<file path="config.mk">
export PLATFORM = sky130hd
export DESIGN_NAME = gtpvc_isqrt
export DESIGN_NICKNAME = d
export VERILOG_FILES = /design/src/hdl/gtpvc_pkg.sv /design/src/hdl/gtpvc_isqrt.sv
export SDC_FILE = /design/constraint.sdc
export NUM_CORES = 1
export LEC_CHECK = 0
export BUFFER_PORTS_ARGS = -buffer_cell sky130_fd_sc_hd__buf_2
export CAP_MARGIN = 20
export CORE_UTILIZATION = 65
export CTS_CLUSTER_DIAMETER = 120
export DETAILED_ROUTE_END_ITERATION = 10
export PLACE_DENSITY = 0.82
export REMOVE_ABC_BUFFERS = 1
export SKIP_CTS_REPAIR_TIMING = 1
export SYNTH_ARGS = -nofsm -noshare
export SYNTH_HDL_FRONTEND = slang
export SYNTH_SLANG_ARGS = --single-unit
</file>
<file path="constraint.sdc">
create_clock -name clk -period 5.65 [get_ports clk]
set_input_delay 0.565 -clock clk [delete_from_list [all_inputs] [get_ports clk]]
set_output_delay 0.565 -clock clk [all_outputs]
set_load 0.1 [all_outputs]
</file>
<file path="src/hdl/gtpvc_pkg.sv">
package gtpvc_pkg;

    localparam int CORDIC_STEPS_DEF   = 16;
    localparam int SIG_DEPTH_DEF      = 256;
    localparam int SQRT_STEPS         = 17;
    localparam int ANG_PI             = 12868;
    localparam int ANG_2PI            = 25736;
    localparam int ANG_HALF_PI        = 6434;
    localparam int TURN_CAP           = 4915;
    localparam int TURN_DEADBAND      = 819;
    localparam int CORDIC_GAIN_INV    = 652032874;
    localparam longint EXP_M1_Q30     = 395007542;
    localparam int CFG_INDEX_W        = 4;
    localparam int CFG_DATA_W         = 15;

    typedef enum logic [1:0] {
        MODE_DRIVE = 2'd0,
        MODE_TURN  = 2'd1,
        MODE_STOP  = 2'd2
    } drive_mode_t;

    typedef enum logic [CFG_INDEX_W-1:0] {
        REG_STOP_DISTANCE = 4'd0,
        REG_SPEED_LIMIT   = 4'd1
    } cfg_reg_t;

    // floor(atan(2^-k) * 2^30)
    localparam logic [31:0] ATAN_Q30 [24] = '{
        32'd843314856, 32'd497837829, 32'd263043836, 32'd133525158, 32'd67021686,
        32'd33543515, 32'd16775850, 32'd8388437, 32'd4194282, 32'd2097149,
        32'd1048575, 32'd524287, 32'd262143, 32'd131071, 32'd65535, 32'd32767,
        32'd16383, 32'd8191, 32'd4095, 32'd2047, 32'd1023, 32'd511, 32'd255, 32'd127
    };

    // Restoring long division, used only while building constant tables.
    function automatic logic [63:0] udiv(input logic [63:0] num, input logic [63:0] den);
        logic [63:0] q;
        logic [64:0] r;
        q = '0;
        r = '0;
        for (int b = 63; b >= 0; b--)
        begin
            r = {r[63:0], num[b]};
            if (r >= {1'b0, den})
            begin
                r = r - {1'b0, den};
                q[b] = 1'b1;
            end
        end
        return q;
    endfunction

    // Sigmoid entry in Q16 for table index i of a table with depth entries.
    function automatic logic [16:0] sigmoid_entry(input longint i, input longint depth);
        longint x;
        logic [63:0] t;
        logic [63:0] n;
        logic [63:0] f;
        logic [63:0] sum;
        logic [63:0] term;
        logic [63:0] den;
        logic [63:0] s;
        x = longint'(udiv(64'(12 * i) << 24, 64'(depth))) - (longint'(3) << 24);
        t = (x < 0) ? 64'(-x) : 64'(x);
        n = t >> 24;
        f = t & 64'hFF_FFFF;
        sum = 64'd1 << 30;
        term = 64'd1 << 30;
        for (int k = 1; k <= 12; k++)
        begin
            term = udiv((term * f) >> 24, 64'(k));
            if ((k & 1) != 0)
                sum = sum - term;
            else
                sum = sum + term;
        end
        for (int k = 0; k < 16; k++)
        begin
            if (64'(k) < n)
                sum = (sum * 64'(EXP_M1_Q30)) >> 30;
        end
        den = (64'd1 << 30) + sum;
        s = udiv((64'd1 << 46) + (den >> 1), den);
        if (x < 0)
            s = 64'd65536 - s;
        return s[16:0];
    endfunction

endpackage

</file>
<file path="src/hdl/gtpvc_isqrt.sv">
module gtpvc_isqrt #(
    parameter int LAT = gtpvc_pkg::SQRT_STEPS
) (
    input  logic        clk,
    input  logic        en,
    input  logic [32:0] v_in,
    output logic [16:0] root
);

    logic [34:0] rem_reg  [LAT];
    logic [34:0] root_reg [LAT];

    for (genvar k = 0; k < LAT; k++)
    begin : g_stage
        logic [34:0] rem_in;
        logic [34:0] root_in;
        logic [34:0] rem_next;
        logic [34:0] root_next;

        if (k == 0)
        begin : g_first
            assign rem_in  = 35'(v_in);
            assign root_in = '0;
        end
        else
        begin : g_chain
            assign rem_in  = rem_reg[k-1];
            assign root_in = root_reg[k-1];
        end

        if (k < gtpvc_pkg::SQRT_STEPS)
        begin : g_digit
            localparam logic [34:0] BIT = 35'd1 << (2 * (gtpvc_pkg::SQRT_STEPS - 1 - k));
            logic [34:0] trial;
            assign trial = root_in + BIT;
            always_comb
            begin
                if (rem_in >= trial)
                begin
                    rem_next  = rem_in - trial;
                    root_next = (root_in >> 1) + BIT;
                end
                else
                begin
                    rem_next  = rem_in;
                    root_next = root_in >> 1;
                end
            end
        end
        else
        begin : g_pad
            assign rem_next  = rem_in;
            assign root_next = root_in;
        end

        always_ff @(posedge clk)
        begin
            if (en)
            begin
                rem_reg[k]  <= rem_next;
                root_reg[k] <= root_next;
            end
        end
    end

    assign root = root_reg[LAT-1][16:0];

endmodule

</file>
## After elaboration in Yosys (flattened, before gate mapping)

Memory sizes are Yosys's and may differ from the RTL's.
Cells that the tools add are included.

- Bits in registers: 0
- Word-level logic and storage cells: 104
- Output and inout bits: 17
- Bits of input ports: 35
- Memories: 2
- Memory bits (writable): 1,190
- Memory bits (read-only): 0
- Bits in latches: 0

- Shift operators: 0
- Bitwise gates (word level): 0
- Eq/ne operators: 0
- Reduce and logical (&&, ||, !) cells: 0
- $add $sub $neg: 49
- Magnitude comparators: 17
- Div/mod/pow operators: 0
- Muxes and demuxes: 36
- Multiply operators: 0

Memories:

| name | words | bits a word | rd ports | clocked after memory_dff | write ports | RTL line | RTL |
|---|---|---|---|---|---|---|---|
| rem_reg | 17 | 35 | 16 | 0 | 17 | gtpvc_isqrt.sv:10 | `logic [34:0] rem_reg [LAT];` |
| root_reg | 17 | 35 | 17 | 0 | 17 | gtpvc_isqrt.sv:11 | `logic [34:0] root_reg [LAT];` |

Operator list:

| kind | count |
|---|---|
| $mux W35 | 33 |
| $ge A35 B35 Y1 | 16 |
| $sub A35 B35 Y35 | 16 |
| $add A34 B1 Y35 const B | 1 |
| $add A34 B11 Y35 const B | 1 |
| $add A34 B13 Y35 const B | 1 |
| $add A34 B15 Y35 const B | 1 |
| $add A34 B17 Y35 const B | 1 |
| $add A34 B19 Y35 const B | 1 |
| $add A34 B21 Y35 const B | 1 |
| $add A34 B23 Y35 const B | 1 |
| $add A34 B25 Y35 const B | 1 |
| $add A34 B27 Y35 const B | 1 |
| $add A34 B29 Y35 const B | 1 |
| $add A34 B3 Y35 const B | 1 |
| $add A34 B31 Y35 const B | 1 |
| $add A34 B5 Y35 const B | 1 |
| $add A34 B7 Y35 const B | 1 |
| $add A34 B9 Y35 const B | 1 |
| $add A35 B1 Y35 const B | 1 |
| $add A35 B11 Y35 const B | 1 |
| $add A35 B13 Y35 const B | 1 |
| $add A35 B15 Y35 const B | 1 |
| $add A35 B17 Y35 const B | 1 |
| other kinds (15) | 16 |

## Longest topological paths before layout

An unclocked memory read counts as a cell.

- Word-level depth: 4
- Depth in mapped cells: 11
- Mapped depth without buffers: 10

## Worst setup path after synthesis

OpenSTA, ideal clock, no wires.

- Path type: reg-to-reg
- Start point: memory rem_reg[7][25], in the netlist rem_reg[0][270]
- End point: memory rem_reg[8][32], in the netlist rem_reg[0][312], data pin
- Period minus slack after synthesis: 2.831 ns
- Slack: 2.819 ns
- Cell stages (with the launch flop): 10
- Arrival: 2.573 ns
- Library setup time: 0.258 ns
- Path buffers: 1
- Cell sequence: edfxtp_1 > ha_1 > or4bb_1 > or4_1 > o2111ai_1 > a211o_1 > buf_2 > and2b_1 > nand4b_1 > xnor2_1

RTL lines:

| item | RTL line |
|---|---|
| start: declaration | gtpvc_isqrt.sv:10 |

==> results_dict.tcl <==
set metrics [dict create \
    post_synthesis_mean_instance_area_um2 13.3 \
    root_buffer "clkbuf_16" \
    critPathMaxFanout 19 \
    cts.reportedPaths.clkPinSlew_ns 0.06 \
    grt_first_pass_wirelength_mm 105 \
    drt_pass1_iterations 6 \
    max_slew_margin_pct 24.7 \
    antenna_cells_inserted 0 \
    core_box_area_um2 50600 \
    dp_hpwl_mm 46.9 \
    fin_crit_sh_pct 62.5 \
    maxCapViolations 0 \
    timing.critical_path.to_type "flip-flop" \
    synthesized_instance_count 2536 \
    final_std_cell_area_no_fill_um2 37000 \
    synth_area_um2 33600 \
    drt_drc_violations_left 0 \
    largest_register_ff_count 559 \
    drt-wirelength-per-cell_um 19.7 \
    nets 2843 \
    finalWorstPathRequiredPeriod_ns 3.53 \
    globalRouteTotalUtil_pct 25.5 \
    cts_sinks 712 \
    num_vias 20400 \
    overflow 0 \
    ys_types 88 \
    place.port_buffers 51 \
    die_h_um 229 \
    timing_max_transition_violations_final 0 \
    count_of_flip_flops_with_a_built_in_enable_after_synthesis 712 \
    grt_start_max_net_pins 159 \
    ys_async_sr_fraction_pct 0 \
    outcome "finished, final reports clean" \
    worstPathRequired_ns 6.01 \
    clock.fmax_ghz 0.283 \
    placedInstanceArea_um2 34700 \
    skew_ns 0.0327 \
    ir_drop_mv 0.336 \
    hold_fails_final_rpt 0 \
    die-area_um2 52600 \
    num_rows 82 \
    initial_antenna_violation_count 1 \
    grt_setup_unrepaired "no" \
    gp_routability_congestion 0.961 \
    yosysWarningCount 0 \
    area_growth_syn_to_layout_pct 10.1 \
    io-pin-count 52 \
    grt_pass1_vias 21000 \
    sum_of_negative_setup_slack_ns 0 \
    pwr_density_cell_nw_per_um2 371 \
    postSynthRegisterBits 712 \
    worstMarginPinSlew_ns 1.12 \
    postSynth.topFlopCell "edfxtp_1" \
    timing.critical_path.from_type "flip-flop" \
    worstSetupPathType "flip-flop to flip-flop" \
    floorplan.initialDensity_pct 66.4 \
    drt_first_iter_violations 1566 \
    die_x_um 229 \
    routed_wl_mm 66.2 \
    share_of_cells_above_drive_strength_1_pct 8.67 \
    clockBufferDepth 3 \
    static-leakage-power_nw 13.9 \
    tritoncts.num_buffers 73 \
    cp_data_arrival_time_ns 3.89 \
    clk-insertion-delay-late_ns 0.63 \
    final-setup-viol-count 0 \
    p_total_mw 13.7 \
    min-delay-path-class "input pin to flip-flop" \
    routed_via_density 6.06 \
    yosysSeqAreaShare_pct 63.6 \
    ant_nets 0 \
    cts_tree "done" \
    cts.htree.levels 3 \
]
[Yosys cell counts, types with 8 or more instances]
library cell  instances  area (um^2)
nor2b_1              22          138
mux2_2               29          327
inv_1               204          766
or3_1                29          181
nor4_1               82          513
or2_2                10         62.6
or4_1                22          165
and2_1               15         93.8
a31oi_1               9         56.3
ha_1                166         2080
xnor2_1             113          990
nor4b_1              23          201
edfxtp_1            712        21400
o21ai_0              98          490
a211oi_1             17          128
clkbuf_1             13         48.8
nand3_1              36          180
nand2b_1             38          238
nand4b_1              8         70.1
o21a_1               42          315
nor2_1              144          541
nand4_1              27          169
buf_2                 8         40.0
mux2i_1              10          100
nor3_1               80          400
o31ai_1              18          135
a21o_1               42          315
xor2_1              118         1030
nor3b_1               8         60.1
a21oi_1             111          556
a21boi_0             11         82.6
nand2_1             129          484
[power breakdown]
part | switching [mW] | internal, mW
clock | 2.02 | 2.62
combinational | 1.22 | 0.885
sequential | 0.414 | 6.57
[layer usage]
layer	wire length (um)	part of all wire [%]	vias to the layer above	global-route usage [%]
met5	8	0.012	-	0
met4	3220	4.9	2	12.7
met3	2920	4.4	212	3.96
met2	36800	56	654	50.3
met1	23300	35	9805	25.6
li1	-	-	9737	-
[kinds of logic after synthesis]
kind of cell	after synthesis	synth area share, %
other	1	0.0112
XOR/XNOR	231	6.02
flip-flops	712	63.6
multiplexers	45	1.47
adder cells (fa/ha/maj)	166	6.18
buffers and inverters	237	2.83
AO/OA/AOI/OAI	428	8.33
AND/OR/NAND/NOR	716	11.5
[worst max-delay path: stages (launching register included)]
cell	delay, ns
edfxtp_1	0.42
ha_1	0.44
or3b_2	0.46
or4_1	0.52
o211ai_1	0.35
a211oi_2	0.08
inv_2	0.34
nand3_2	0.20
nor4b_1	0.36
xor2_1	0.11
[layout by cell type, fill, tap and decap left out, types with 38 or more instances in the layout]
master       n
xor2_1     118
nor4_1      81
o21a_1      42
a21o_1      42
nand2b_1    38
nor2_1     144
xnor2_1    113
clkbuf_16   74
edfxtp_1   712
a21oi_1    111
ha_1       166
o21ai_0     98
inv_1      204
nand2_1    129
nor3_1      80
buf_2       50
[final cells by class]
type	instances	area, um^2
Tap cell	672	841
Inverter	206	773
Fill cell	3089	13600
Clock inverter	40	389
Timing Repair Buffer	61	394
Clock buffer	91	1920
Multi-Input combinational cell	1588	11300
Sequential cell	712	21400
[through the flow]
step | std cells | hold slack, ns | setup slack (ns) | utilization, %
2_1_floorplan | 2506 | 0.417 | 1.96 | -
3_3_place_gp | 3238 | 0.424 | 2.14 | 68.6
3_5_place_dp | 3238 | 0.429 | 2.15 | 68.6
4_1_cts | 3369 | 0.0795 | 2.13 | 73.1
5_1_grt | 3370 | 0.0848 | 1.81 | 73.1
6_report | 3370 | 0.111 | 2.12 | 73.1
[path summary, 6_finish.rpt]
check	end	cells after the start	from	slack, ns
setup / recovery	rem_reg[0][553]$_DFFE_PP_	9	rem_reg[0][503]$_DFFE_PP_	2.12
hold reg to reg	rem_reg[0][43]$_DFFE_PP_	0	rem_reg[0][8]$_DFFE_PP_	0.44
setup reg to reg	rem_reg[0][553]$_DFFE_PP_	9	rem_reg[0][503]$_DFFE_PP_	2.12
hold / removal	rem_reg[0][4]$_DFFE_PP_	1	v_in[4]	0.11
Note: power is estimated with default switching activity, not from simulation.
