**src/hdl/gtpvc_pkg.sv**
```systemverilog
package gtpvc_pkg;

    localparam int CORDIC_STEPS_DEF   = 16;
    localparam int SIG_DEPTH_DEF      = 256;
    localparam int SQRT_STEPS         = 17;
    localparam int ANG_PI             = 12868;
    localparam int ANG_2PI            = 25736;
    localparam int ANG_HALF_PI        = 6434;
    localparam int TURN_CAP           = 4915;
    localparam int TURN_DEADBAND      = 819;
    localparam int CORDIC_GAIN_INV    = 652032874;
    localparam longint EXP_M1_Q30     = 395007542;
    localparam int CFG_INDEX_W        = 4;
    localparam int CFG_DATA_W         = 15;

    typedef enum logic [1:0] {
        MODE_DRIVE = 2'd0,
        MODE_TURN  = 2'd1,
        MODE_STOP  = 2'd2
    } drive_mode_t;

    typedef enum logic [CFG_INDEX_W-1:0] {
        REG_STOP_DISTANCE = 4'd0,
        REG_SPEED_LIMIT   = 4'd1
    } cfg_reg_t;

    // floor(atan(2^-k) * 2^30)
    localparam logic [31:0] ATAN_Q30 [24] = '{
        32'd843314856, 32'd497837829, 32'd263043836, 32'd133525158, 32'd67021686,
        32'd33543515, 32'd16775850, 32'd8388437, 32'd4194282, 32'd2097149,
        32'd1048575, 32'd524287, 32'd262143, 32'd131071, 32'd65535, 32'd32767,
        32'd16383, 32'd8191, 32'd4095, 32'd2047, 32'd1023, 32'd511, 32'd255, 32'd127
    };

    // Restoring long division, used only while building constant tables.
    function automatic logic [63:0] udiv(input logic [63:0] num, input logic [63:0] den);
        logic [63:0] q;
        logic [64:0] r;
        q = '0;
        r = '0;
        for (int b = 63; b >= 0; b--)
        begin
            r = {r[63:0], num[b]};
            if (r >= {1'b0, den})
            begin
                r = r - {1'b0, den};
                q[b] = 1'b1;
            end
        end
        return q;
    endfunction

    // Sigmoid entry in Q16 for table index i of a table with depth entries.
    function automatic logic [16:0] sigmoid_entry(input longint i, input longint depth);
        longint x;
        logic [63:0] t;
        logic [63:0] n;
        logic [63:0] f;
        logic [63:0] sum;
        logic [63:0] term;
        logic [63:0] den;
        logic [63:0] s;
        x = longint'(udiv(64'(12 * i) << 24, 64'(depth))) - (longint'(3) << 24);
        t = (x < 0) ? 64'(-x) : 64'(x);
        n = t >> 24;
        f = t & 64'hFF_FFFF;
        sum = 64'd1 << 30;
        term = 64'd1 << 30;
        for (int k = 1; k <= 12; k++)
        begin
            term = udiv((term * f) >> 24, 64'(k));
            if ((k & 1) != 0)
                sum = sum - term;
            else
                sum = sum + term;
        end
        for (int k = 0; k < 16; k++)
        begin
            if (64'(k) < n)
                sum = (sum * 64'(EXP_M1_Q30)) >> 30;
        end
        den = (64'd1 << 30) + sum;
        s = udiv((64'd1 << 46) + (den >> 1), den);
        if (x < 0)
            s = 64'd65536 - s;
        return s[16:0];
    endfunction

endpackage

```
**src/hdl/gtpvc_cordic.sv**
```systemverilog
module gtpvc_cordic #(
    parameter int STEPS = gtpvc_pkg::CORDIC_STEPS_DEF,
    parameter int LAT   = gtpvc_pkg::SQRT_STEPS
) (
    input  logic               clk,
    input  logic               en,
    input  logic signed [32:0] z_in,
    output logic signed [31:0] cos_out,
    output logic signed [31:0] sin_out
);

    logic signed [31:0] x_reg [LAT];
    logic signed [31:0] y_reg [LAT];
    logic signed [32:0] z_reg [LAT];

    for (genvar k = 0; k < LAT; k++)
    begin : g_stage
        logic signed [31:0] x_in;
        logic signed [31:0] y_in;
        logic signed [32:0] z_cur;
        logic signed [31:0] x_next;
        logic signed [31:0] y_next;
        logic signed [32:0] z_next;

        if (k == 0)
        begin : g_first
            assign x_in  = 32'(gtpvc_pkg::CORDIC_GAIN_INV);
            assign y_in  = '0;
            assign z_cur = z_in;
        end
        else
        begin : g_chain
            assign x_in  = x_reg[k-1];
            assign y_in  = y_reg[k-1];
            assign z_cur = z_reg[k-1];
        end

        if (k < STEPS)
        begin : g_rot
            always_comb
            begin
                if (z_cur >= 0)
                begin
                    x_next = x_in - (y_in >>> k);
                    y_next = y_in + (x_in >>> k);
                    z_next = z_cur - $signed({1'b0, gtpvc_pkg::ATAN_Q30[k]});
                end
                else
                begin
                    x_next = x_in + (y_in >>> k);
                    y_next = y_in - (x_in >>> k);
                    z_next = z_cur + $signed({1'b0, gtpvc_pkg::ATAN_Q30[k]});
                end
            end
        end
        else
        begin : g_pad
            assign x_next = x_in;
            assign y_next = y_in;
            assign z_next = z_cur;
        end

        always_ff @(posedge clk)
        begin
            if (en)
            begin
                x_reg[k] <= x_next;
                y_reg[k] <= y_next;
                z_reg[k] <= z_next;
            end
        end
    end

    assign cos_out = x_reg[LAT-1];
    assign sin_out = y_reg[LAT-1];

endmodule

```
**config.mk**
```make
export PLATFORM = sky130hd
export DESIGN_NAME = gtpvc_cordic
export DESIGN_NICKNAME = d
export VERILOG_FILES = /design/src/hdl/gtpvc_pkg.sv /design/src/hdl/gtpvc_cordic.sv
export SDC_FILE = /design/constraint.sdc
export NUM_CORES = 2
export LEC_CHECK = 0
export ABC_CLOCK_PERIOD_IN_PS = 7210
export BUFFER_PORTS_ARGS = -buffer_cell sky130_fd_sc_hd__buf_2
export CAP_MARGIN = 20
export CORE_ASPECT_RATIO = 0.8
export CORE_UTILIZATION = 40
export CTS_BUF_LIST = sky130_fd_sc_hd__clkbuf_4 sky130_fd_sc_hd__clkbuf_8 sky130_fd_sc_hd__clkbuf_16
export CTS_CLUSTER_DIAMETER = 200
export CTS_CLUSTER_SIZE = 10
export DETAILED_ROUTE_END_ITERATION = 8
export PLACE_DENSITY = 0.52
export SYNTH_ARGS = -nofsm -noshare
export SYNTH_HDL_FRONTEND = slang
export SYNTH_SLANG_ARGS = --single-unit
```
**constraint.sdc**
```tcl
create_clock -name clk -period 7.21 [get_ports clk]
set_clock_uncertainty 0.05 [all_clocks]
set_input_delay 1.442 -clock clk [delete_from_list [all_inputs] [get_ports clk]]
set_output_delay 1.442 -clock clk [all_outputs]
set_load 0.02 [all_outputs]
```
Word level (Yosys, flattened, before mapping)
Memory sizes are Yosys's and may differ from the RTL's.
Cells that the tools add are included.
{"block": "totals", "register_bits": 0, "latchBits": 0, "ram_bits": 1649, "mem_bits_ro": 0, "inputBits": 35, "output_inout_bits": 64, "elab_cells": 160, "memories": 3}
{"memory": "z_reg", "depth": 17, "word_bits": 33, "read_ports": 16, "rd_clocked_by_memory_dff": 0, "write_ports": 17, "line": "gtpvc_cordic.sv:14", "rtl": "logic signed [32:0] z_reg [LAT];"}
{"memory": "x_reg", "depth": 17, "word_bits": 32, "read_ports": 17, "rd_clocked_by_memory_dff": 0, "write_ports": 17, "line": "gtpvc_cordic.sv:12", "rtl": "logic signed [31:0] x_reg [LAT];"}
{"memory": "y_reg", "depth": 17, "word_bits": 32, "read_ports": 17, "rd_clocked_by_memory_dff": 0, "write_ports": 17, "line": "gtpvc_cordic.sv:13", "rtl": "logic signed [31:0] y_reg [LAT];"}
{"block": "classes", "n_addsub": 92, "n_mul": 0, "div_mod_pow": 0, "n_lt_le_gt_ge": 16, "eq_ne": 0, "n_shift": 0, "n_mux": 49, "bitwise": 0, "reduce_logical": 0}
{"cell": "2-to-1 mux 32 bit", "count": 31}
{"cell": ">= comparator 33 x 1 -> 1 bit (second input constant)", "count": 16}
{"cell": "2-to-1 mux 33 bit", "count": 16}
{"cell": "adder 32 x 17 -> 32 bit", "count": 2}
{"cell": "adder 32 x 18 -> 32 bit", "count": 2}
{"cell": "adder 32 x 19 -> 32 bit", "count": 2}
{"cell": "adder 32 x 20 -> 32 bit", "count": 2}
{"cell": "adder 32 x 21 -> 32 bit", "count": 2}
{"cell": "adder 32 x 22 -> 32 bit", "count": 2}
{"cell": "adder 32 x 23 -> 32 bit", "count": 2}
{"cell": "adder 32 x 24 -> 32 bit", "count": 2}
{"cell": "adder 32 x 25 -> 32 bit", "count": 2}
{"cell": "adder 32 x 26 -> 32 bit", "count": 2}
{"cell": "adder 32 x 27 -> 32 bit", "count": 2}
{"cell": "adder 32 x 28 -> 32 bit", "count": 2}
{"cell": "adder 32 x 29 -> 32 bit", "count": 2}
{"cell": "adder 32 x 30 -> 32 bit", "count": 2}
{"cell": "adder 32 x 31 -> 32 bit", "count": 2}
{"cell": "subtractor 32 x 17 -> 32 bit", "count": 2}
{"cell": "subtractor 32 x 18 -> 32 bit", "count": 2}
{"cell": "subtractor 32 x 19 -> 32 bit", "count": 2}
{"cell": "subtractor 32 x 20 -> 32 bit", "count": 2}
{"cell": "subtractor 32 x 21 -> 32 bit", "count": 2}
{"cell": "subtractor 32 x 22 -> 32 bit", "count": 2}
{"cell": "other kinds (42)", "count": 52}

Longest topological paths before layout
An unclocked memory read counts as a cell.
{"block": "logic_depth", "ltp_word": 3, "mapped_depth": 21, "mapped_depth_nobuf": 21}

Least setup slack after synthesis
No wires, ideal clock.
{"block": "synth_path", "path_type": "flip-flop to flip-flop", "startpoint": "memory x_reg[9][13] (netlist: x_reg[1][45])", "endpoint": "memory y_reg[10][29] (netlist: y_reg[0][349]) (data pin)", "setup_ns": 0.258, "arrival_ns": 4.680, "slack_ns": 2.223, "path_stages_with_launch": 20, "path_buffers": 1, "synth_period_minus_slack_ns": 4.987, "path_cell_list": "edfxtp_1 or4_1 or3_1 nor3_1 nand2_1 or4_1 o21ai_0 xnor2_1 ha_1 clkbuf_1 a21oi_1 o21ai_0 a21o_1 a21o_1 a21o_1 a221oi_1 o211ai_1 a41o_1 a21oi_1 xnor2_1"}
{"element": "from (decl)", "line": "gtpvc_cordic.sv:12"}
{"element": "to (decl)", "line": "gtpvc_cordic.sv:13"}

==> impl_metrics.env <==
export IMPL_status="complete, no violations"
export IMPL_cts_sinks=1465
export IMPL_final_cell_mix="edfxtp_1 (1465), ha_1 (1359), xnor2_1 (1079), a21oi_1 (1040), o21ai_0 (849)"
export IMPL_start_kind="flip-flop"
export IMPL_grt_start_max_net_pins=193
export IMPL_synth_compound_area_share_pct=20.6
export IMPL_tightest_slew_ns=1.22
export IMPL_fillCellCount=28500
export IMPL_tritoncts_num_buffers=172
export IMPL_synth_edf_count=1465
export IMPL_avgRoutedWirePerCell_um=20.9
export IMPL_vias=94800
export IMPL_r2r_end="x_reg[0][124]$_DFFE_PP_"
export IMPL_instances_no_fill=16600
export IMPL_synth_top_family_by_area="compound AO/OA/AOI/OAI gates"
export IMPL_slew_headroom_pct=17.4
export IMPL_slew_violations=0
export IMPL_clk_pin_slew_ns=0.06
export IMPL_cts_resized_gates=0
export IMPL_final_common_cell="edfxtp_1"
export IMPL_r2r_slack_ns=1.19
export IMPL_grt_pass1_wl_um=530000
export IMPL_crit_type="reg2reg"
export IMPL_ios=99
export IMPL_antenna_found_initial=7
export IMPL_grt_pass1_vias=88800
export IMPL_syn_nets=13800
export IMPL_r2r_cells=18
export IMPL_area_growth_pct=8.37
export IMPL_min_to="y_reg[0][513]$_DFFE_PP_"
export IMPL_fmax_mhz=166
export IMPL_yosysSeqAreaShare_pct=36.6
export IMPL_ys_flop_type="edfxtp_1"
export IMPL_cts_setup_buffers=0
export IMPL_synth_warnings=0
export IMPL_finalHoldViolCount=0
export IMPL_die_width_um=615
export IMPL_rsz0062_at_grt="no"
export IMPL_hp_class="reg2reg"
export IMPL_r2r_start="y_reg[0][72]$_DFFE_PP_"
export IMPL_start_util_pct=40.3
export IMPL_clock_root_buffer="clkbuf_16"
export IMPL_place_gp_congestion=0.912
export IMPL_dpl_cell_count=16400
export IMPL_cts_tree="built"
export IMPL_worstSkewPairLatency_ns=0.84
export IMPL_drive_above_1_share_pct=4.26
export IMPL_die_y_um=493
export IMPL_first_pass_iters=6
export IMPL_netlist_instances=12400
export IMPL_yosys_area_share_xor_xnor_pct=12.4
export IMPL_num_nets_final=14000
export IMPL_postSynthAreaPerCell_um2=9.72
export IMPL_fin_setup_tns_ns=0
export IMPL_cp_data_required_time_ns=7.72
export IMPL_fp_coreArea_mm2=0.298
export IMPL_drt_iter0_markers=8213
export IMPL_ys_ff_latch=1465
export IMPL_cts_hold_buf=0
export IMPL_crit_fanout=5
export IMPL_io_buffers=98
export IMPL_via_per_inst=5.72
export IMPL_hold_depth=0
export IMPL_worst_ep_arrival_time_ns=6.52
export IMPL_synth_fa_ha_area_share_pct=14.9
export IMPL_end_kind="flip-flop"
export IMPL_dp_hpwl_um=279000
export IMPL_drt_wl_total_um=346000
export IMPL_drc=0
export IMPL_finalSetupViolations=0
export IMPL_layout_min_cycle_time_ns=6.02
export IMPL_ant_nets=0
export IMPL_yosysUniqueCellTypes=90
export IMPL_overflow=0
export IMPL_grt_usage_pct=22.2
export IMPL_drv_cap=0
export IMPL_synthArstFlopShare_pct=0
export IMPL_syn_area_mm2=0.120
export IMPL_htreeDepth=4
export IMPL_rows=179
export IMPL_dieArea_mm2=0.303
export IMPL_largest_reg_flops=513
export IMPL_hp_start="y_reg[0][481]$_DFFE_PP_"
export IMPL_ctsLongestPathBuffers=4
export IMPL_period_share_pct=83.4
export IMPL_synth_simple_area_share_pct=13.1
export IMPL_muxShareOfSynthArea_pct=0.244
## kinds of logic after synthesis
logic type | Yosys count
compound gates | 3863
buf+inv | 748
simple gates | 3178
flops | 1465
xor+xnor | 1698
fa+ha+maj | 1403
mux | 29
## through the flow
stage	hold slack [ns]	utilization, %	setup WS (ns)	instance area (µm²)
after floorplan	0.350	-	2.22	120000
after global placement	0.353	42.2	1.53	126000
after detailed placement	0.355	42.2	1.44	126000
after CTS	0.358	43.7	1.37	130000
after global routing	0.371	43.7	0.930	130000
final	0.357	43.7	1.19	130000
## layer usage
metal / GRT usage, % / part of all wire [%] / routed length (µm) / vias to the layer above
met3: 3.52 / 7.0 / 24400 / 302
met5: 0 / 0.0038 / 13 / -
met1: 36.1 / 54 / 185000 / 45400
li1: - / - / - / 46600
met2: 30.3 / 38 / 131000 / 2550
met4: 3.99 / 1.7 / 5760 / 2
## Yosys cell counts (all sizes together) (53+ instances only)
library cell  instances  area (µm²)
a211oi               80         601
a21boi               71         533
a21o                710        5330
a21oi              1041        5220
a221oi               53         464
a31oi               101         632
and2                 60         375
and3                120         751
clkbuf              142         533
edfxtp             1465       44000
ha                 1359       17000
inv                 588        2210
nand2               793        2980
nand2b              217        1370
nand3               210        1050
nand4                75         469
nor2                815        3060
nor2b               183        1140
nor3                223        1120
o211ai               69         518
o21a                149        1120
o21ai               858        4300
o21bai              132         991
o31ai               192        1440
o41ai                94         823
or2                  83         519
or3                 138         880
or4                  89         687
xnor2              1079        9450
xor2                619        5430
## worst max-delay path by stage
stage                                      start                 endpoint  slack, ns  depth (start not counted)
after floorplan           x_reg[1][45]$_DFFE_PP_  y_reg[0][349]$_DFFE_PP_       2.22                         19
after global placement                  z_in[32]   z_reg[0][18]$_DFFE_PP_       1.53                         13
after detailed placement  y_reg[0][72]$_DFFE_PP_  x_reg[0][124]$_DFFE_PP_       1.44                         18
after CTS                 y_reg[0][72]$_DFFE_PP_  x_reg[0][124]$_DFFE_PP_       1.37                         18
after global routing      y_reg[0][70]$_DFFE_PP_  x_reg[0][124]$_DFFE_PP_       0.93                         18
final                     y_reg[0][72]$_DFFE_PP_  x_reg[0][124]$_DFFE_PP_       1.19                         18
## final cells by class
cell class,instances,area [µm²],share of cell area (%)
antenna,6,15.0,0.0115
clock buffer,174,4350,3.34
clock inverter,5,65.1,0.0499
inverter,592,2220,1.70
multi-input combinational,10200,73500,56.4
sequential,1465,44000,33.7
tap,3982,4980,3.82
timing repair buffer,187,1240,0.952
## worst max-delay path, stage by stage (launching register included)
cell and delay [ns]:
edfxtp_1 0.43, or3_1 0.44, or3b_2 0.52, nor3_1 0.18, buf_4 0.20, nand2_1 0.08
o31ai_1 0.25, xor2_1 0.11, ha_1 0.22, a21o_1 0.18, a21o_1 0.16, a21oi_1 0.18
o21ai_0 0.14, or3_1 0.33, a311oi_1 0.64, nor2_1 0.26, a2111oi_0 0.92, o21ai_0 0.27
xor2_1 0.19
Power is left out: the tool's default activity adds up to more than one toggle a clock period on the data nets, which glitch-free logic cannot reach.
